### src/rtl/rgb_to_yuv420_converter_macros.svh
// ---------------------------------------------------------------------------
// RGB to YUV 4:2:0 converter assertion macros
// Shared concurrent assertion forms, clocked and reset-qualified.
// ---------------------------------------------------------------------------
`ifndef RGB_TO_YUV420_CONVERTER_MACROS_SVH
`define RGB_TO_YUV420_CONVERTER_MACROS_SVH

// same-cycle implication
`define RYUV_ASSERT_NOW(lbl, clk, rst_n, ante, cons) \
    lbl: assert property (@(posedge clk) disable iff (!(rst_n)) (ante) |-> (cons)) \
        else $error("ryuv assertion failed");

// next-cycle implication
`define RYUV_ASSERT_NEXT(lbl, clk, rst_n, ante, cons) \
    lbl: assert property (@(posedge clk) disable iff (!(rst_n)) (ante) |=> (cons)) \
        else $error("ryuv assertion failed");

`endif

### src/rtl/ryuv_pkg.sv
// ---------------------------------------------------------------------------
// RGB to YUV 4:2:0 converter package
// Payload types, register indexes and size defaults.
// ---------------------------------------------------------------------------
package ryuv_pkg;

    localparam int unsigned MAX_WIDTH_DEF  = 2048;
    localparam int unsigned MAX_HEIGHT_DEF = 2048;

    localparam int unsigned DIM_W     = 12;
    localparam int unsigned CFG_IDX_W = 1;
    localparam int unsigned CPOS_W    = 10;

    localparam logic [DIM_W-1:0] FRAME_WIDTH_RST  = 12'd640;
    localparam logic [DIM_W-1:0] FRAME_HEIGHT_RST = 12'd480;

    typedef enum logic [CFG_IDX_W-1:0] {
        CFG_FRAME_WIDTH  = 1'b0,
        CFG_FRAME_HEIGHT = 1'b1
    } t_cfg_index;

    typedef struct packed {
        logic [7:0] red;
        logic [7:0] green;
        logic [7:0] blue;
    } t_pixel;

    typedef struct packed {
        logic [7:0]        luma;
        logic              chroma_valid;
        logic [7:0]        cb;
        logic [7:0]        cr;
        logic [CPOS_W-1:0] chroma_col;
        logic [CPOS_W-1:0] chroma_row;
        logic              frame_end;
    } t_result;

    // horizontal pair sum, 9 bits per channel
    typedef struct packed {
        logic [8:0] r;
        logic [8:0] g;
        logic [8:0] b;
    } t_pair;

    // what the front end hands the color stage
    typedef struct packed {
        t_pixel            pixel;
        t_pair             pair;
        logic              chroma_valid;
        logic              use_above;
        logic [CPOS_W-1:0] chroma_col;
        logic [CPOS_W-1:0] chroma_row;
        logic              frame_end;
    } t_stage1;

endpackage

### src/rtl/ryuv_color.sv
// ---------------------------------------------------------------------------
// Converter color stage
// Luma, 2x2 chroma average and Cb/Cr, into the result register.
// ---------------------------------------------------------------------------
module ryuv_color (
    input  logic              i_clk,
    input  logic              i_load,
    input  ryuv_pkg::t_stage1 i_s1,
    input  ryuv_pkg::t_pair   i_above,
    output ryuv_pkg::t_result o_result
);

    localparam logic [16:0] OFFSET = 17'd32768;

    ryuv_pkg::t_result r_result;

    logic [15:0] y_sum;
    logic [9:0]  sum_r, sum_g, sum_b;
    logic [7:0]  ar, ag, ab;
    logic [16:0] cb_sum, cr_sum;

    assign y_sum = 16'd77  * 16'(i_s1.pixel.red)
                 + 16'd150 * 16'(i_s1.pixel.green)
                 + 16'd29  * 16'(i_s1.pixel.blue);

    // odd last row doubles the even row's pair
    always_comb begin
        if (i_s1.use_above) begin
            sum_r = 10'(i_above.r) + 10'(i_s1.pair.r);
            sum_g = 10'(i_above.g) + 10'(i_s1.pair.g);
            sum_b = 10'(i_above.b) + 10'(i_s1.pair.b);
        end else begin
            sum_r = {i_s1.pair.r, 1'b0};
            sum_g = {i_s1.pair.g, 1'b0};
            sum_b = {i_s1.pair.b, 1'b0};
        end
    end

    assign ar = sum_r[9:2];
    assign ag = sum_g[9:2];
    assign ab = sum_b[9:2];

    // offset sum stays within 128..65408, so the shifted value never needs clamping
    assign cb_sum = OFFSET + 17'd128 * 17'(ab) - 17'd43 * 17'(ar) - 17'd85 * 17'(ag);
    assign cr_sum = OFFSET + 17'd128 * 17'(ar) - 17'd107 * 17'(ag) - 17'd21 * 17'(ab);

    always_ff @(posedge i_clk) begin
        if (i_load) begin
            r_result.luma         <= y_sum[15:8];
            r_result.chroma_valid <= i_s1.chroma_valid;
            r_result.frame_end    <= i_s1.frame_end;
            if (i_s1.chroma_valid) begin
                r_result.cb         <= cb_sum[15:8];
                r_result.cr         <= cr_sum[15:8];
                r_result.chroma_col <= i_s1.chroma_col;
                r_result.chroma_row <= i_s1.chroma_row;
            end else begin
                r_result.cb         <= '0;
                r_result.cr         <= '0;
                r_result.chroma_col <= '0;
                r_result.chroma_row <= '0;
            end
        end
    end

    assign o_result = r_result;

endmodule

### config.mk
export PLATFORM = sky130hd
export DESIGN_NAME = ryuv_color
export DESIGN_NICKNAME = d
export VERILOG_FILES = /design/src/rtl/rgb_to_yuv420_converter_macros.svh /design/src/rtl/ryuv_pkg.sv /design/src/rtl/ryuv_color.sv
export SDC_FILE = /design/constraint.sdc
export NUM_CORES = 1
export LEC_CHECK = 0
export ABC_AREA = 1
export BUFFER_PORTS_ARGS = -buffer_cell sky130_fd_sc_hd__clkbuf_2
export CORE_UTILIZATION = 60
export DETAILED_ROUTE_END_ITERATION = 10
export GPL_TIMING_DRIVEN = 1
export PLACE_DENSITY = 0.83
export SETUP_SLACK_MARGIN = 0.05
export SLEW_MARGIN = 15
export SYNTH_ARGS = -nofsm -noshare
export SYNTH_HDL_FRONTEND = slang
export SYNTH_SLANG_ARGS = --single-unit
export TNS_END_PERCENT = 10
### constraint.sdc
create_clock -name i_clk -period 16.25 [get_ports i_clk]
set_input_delay 2.4375 -clock i_clk [delete_from_list [all_inputs] [get_ports i_clk]]
set_output_delay 2.4375 -clock i_clk [all_outputs]
set_load 0.02 [all_outputs]
==> impl_metrics.ini <==
[finish]
largest_register_ff_count = 46
fillCellCount = 1369
final_net_count = 1847
instances_no_fill = 1612
antenna_cells = 0
syn_to_final_growth_pct = 10.8
drive_gt1_frac = 0.136

[sta]
period_needed_ps = 8190
drv_slew = 0
hold_viol_final = 0
slew_headroom = 0.251
fin_crit_sh = 0.504
setup_tns_ps = 0
fmax_mhz = 122
whs_ps = 2320
setup_viol = 0
grt_setup_unrepaired = no
worst_pin_slew_ps = 1120

[hold_path]
min_path_cells = 1
hp-class = in -> reg
min_to = o_result[0]$_DFFE_PP_
hp-start = i_s1[0]

[yosys]
syn-instance-count = 1236
syn_nets = 1697
yosysWarnings = 0
ys_types = 45
ys_seq_area_frac = 0.129
synth.area.top_cells = fa_1, ha_1, edfxtp_1
synth_top_area_frac = 0.266
yosysTopAreaCell = fa_1
syn_area_sq_um = 10700
ys_ff_latch = 46
syn-mean-instance-area_sq_um = 8.64

[die]
fp.dieW_um = 135
chipHeight_um = 135
num_rows = 48
ios = 149
start_util = 0.616
die-area_sq_um = 18300
core-area_sq_um = 17400

[global_route]
grt_max_degree = 47
antenna_found_initial = 0
grt_overflow = 0
grt_pass1_wl_um = 38800
grt_pass1_vias = 8520
globalRouteTotalUtil = 0.269

[detailed_routing]
drtAntennaViolNets = 0
first_iter_violations = 395
drtPass1Iterations = 5
via_count = 8387
drt-total-wl_um = 23000
wl_per_cell_um = 14.3
viasPerCell = 5.20
remaining_drc_errors = 0

[placed_design]
dp_hpwl_um = 20400
gp_congestion = 0.934
dp_cells = 1604
io_buffers = 148

[status]
status = finished, final reports clean

[setup_path]
cp_common_cell = nand2_1
cpMaxStageDelayCell = fa_1
worstPathMaxFanout = 5
critPathMaxStageDelay_ps = 570
critical_path_class = in -> reg
cp.required_ps = 16300
critPathCaptureType = register
arrival_ps = 8240
start_kind = input port

[clock_network]
htreeDepth = 2
cts_buffer_depth = 2
cts_hold_buf = 0
clock-sinks = 46
path_clk_slew_ps = 70
cts_tree = yes
post_cts_resized = 0
cts_made_buffers = 5
cts_setup_buffers = 0
root_buffer = clkbuf_16

[job]
maxCapViolCount = 0
==> cells by family (layout without fill, tap and decap cells) <==
family,after synthesis,after routing,synth area share
simple gates,325,325,0.134
fa+ha+maj,358,358,0.519
compound gates,131,131,0.0719
buf+inv,349,500,0.124
flops,46,46,0.129
xor+xnor,27,27,0.0221
==> layout by cell type (no fill, tap or decap), types with 9 or more instances in the layout <==
cell,netlist,final
xor2_1,18,18
ha_1,216,216
nand2_1,180,180
edfxtp_1,46,46
xnor2_1,9,9
nor2_1,57,57
clkbuf_2,0,148
inv_1,338,338
o21ai_0,29,29
a21oi_1,60,60
fa_1,142,142
nand3_1,44,44
==> synthesized netlist by cell type, drive strengths merged <==
cell	n
a2111oi	1
a211o	2
a211oi	2
a21boi	2
a21o	5
a21oi	60
a221oi	1
a22oi	1
a31oi	3
and2	3
buf	3
clkbuf	6
edfxtp	46
fa	142
ha	216
inv	340
nand2	193
nand3	47
nand3b	4
nand4	8
nor2	59
nor3	7
o2111ai	1
o211ai	1
o21a	6
o21ai	39
o21bai	4
o221a	1
o221ai	1
o311ai	1
or2	4
xnor2	9
xor2	18
==> worst max-delay path: cells and delay by family <==
kind	cells	cell delay, ps
buffers and inverters	2	150
and+or+nand+nor	16	1210
xor gates and xnor gates	1	130
adders and majority gates	8	3230
AOI/OAI and AO/OA	4	1040
==> layout make-up <==
cell class / count / area, sq um / area share
multi-input cells: 841 / 7980 / 0.674
flip-flops and latches: 46 / 1380 / 0.117
inverters: 340 / 1280 / 0.108
repair buffers: 152 / 771 / 0.0651
well taps: 225 / 282 / 0.0238
clock buffers: 5 / 125 / 0.0106
clock inverters: 3 / 28.8 / 0.00243
==> worst max-delay path by stage <==
stage          startpoint  cells after the start                          to  slack [ps]
2_1_floorplan    i_s1[33]                     28  o_result[32]$_SDFFCE_PN0P_        8310
3_3_place_gp     i_s1[33]                     25  o_result[32]$_SDFFCE_PN0P_        7920
3_5_place_dp     i_s1[33]                     33  o_result[32]$_SDFFCE_PN0P_        7780
4_1_cts          i_s1[33]                     33  o_result[32]$_SDFFCE_PN0P_        8100
5_1_grt          i_s1[33]                     34  o_result[27]$_SDFFCE_PN0P_        7610
6_report         i_s1[33]                     31  o_result[32]$_SDFFCE_PN0P_        8060
==> stage by stage <==
stage / util / area [sq um] / setup slack [ps]
2_1_floorplan: - / 10700 / 8310
3_3_place_gp: 0.673 / 11700 / 7920
3_5_place_dp: 0.673 / 11700 / 7780
4_1_cts: 0.682 / 11800 / 8100
5_1_grt: 0.682 / 11800 / 7610
6_report: 0.682 / 11800 / 8060
==> routing by layer <==
| layer | wire, um | track usage | up-vias |
|---|---|---|---|
| li1 | - | - | 4176 |
| met5 | 0 | 0 | - |
| met2 | 11600 | 0.490 | 223 |
| met3 | 1040 | 0.0318 | 47 |
| met4 | 561 | 0.0737 | 0 |
| met1 | 9770 | 0.335 | 3941 |
Power is not shown: default switching activity piles up to over one toggle a cycle in this logic, so the estimate is an artifact.
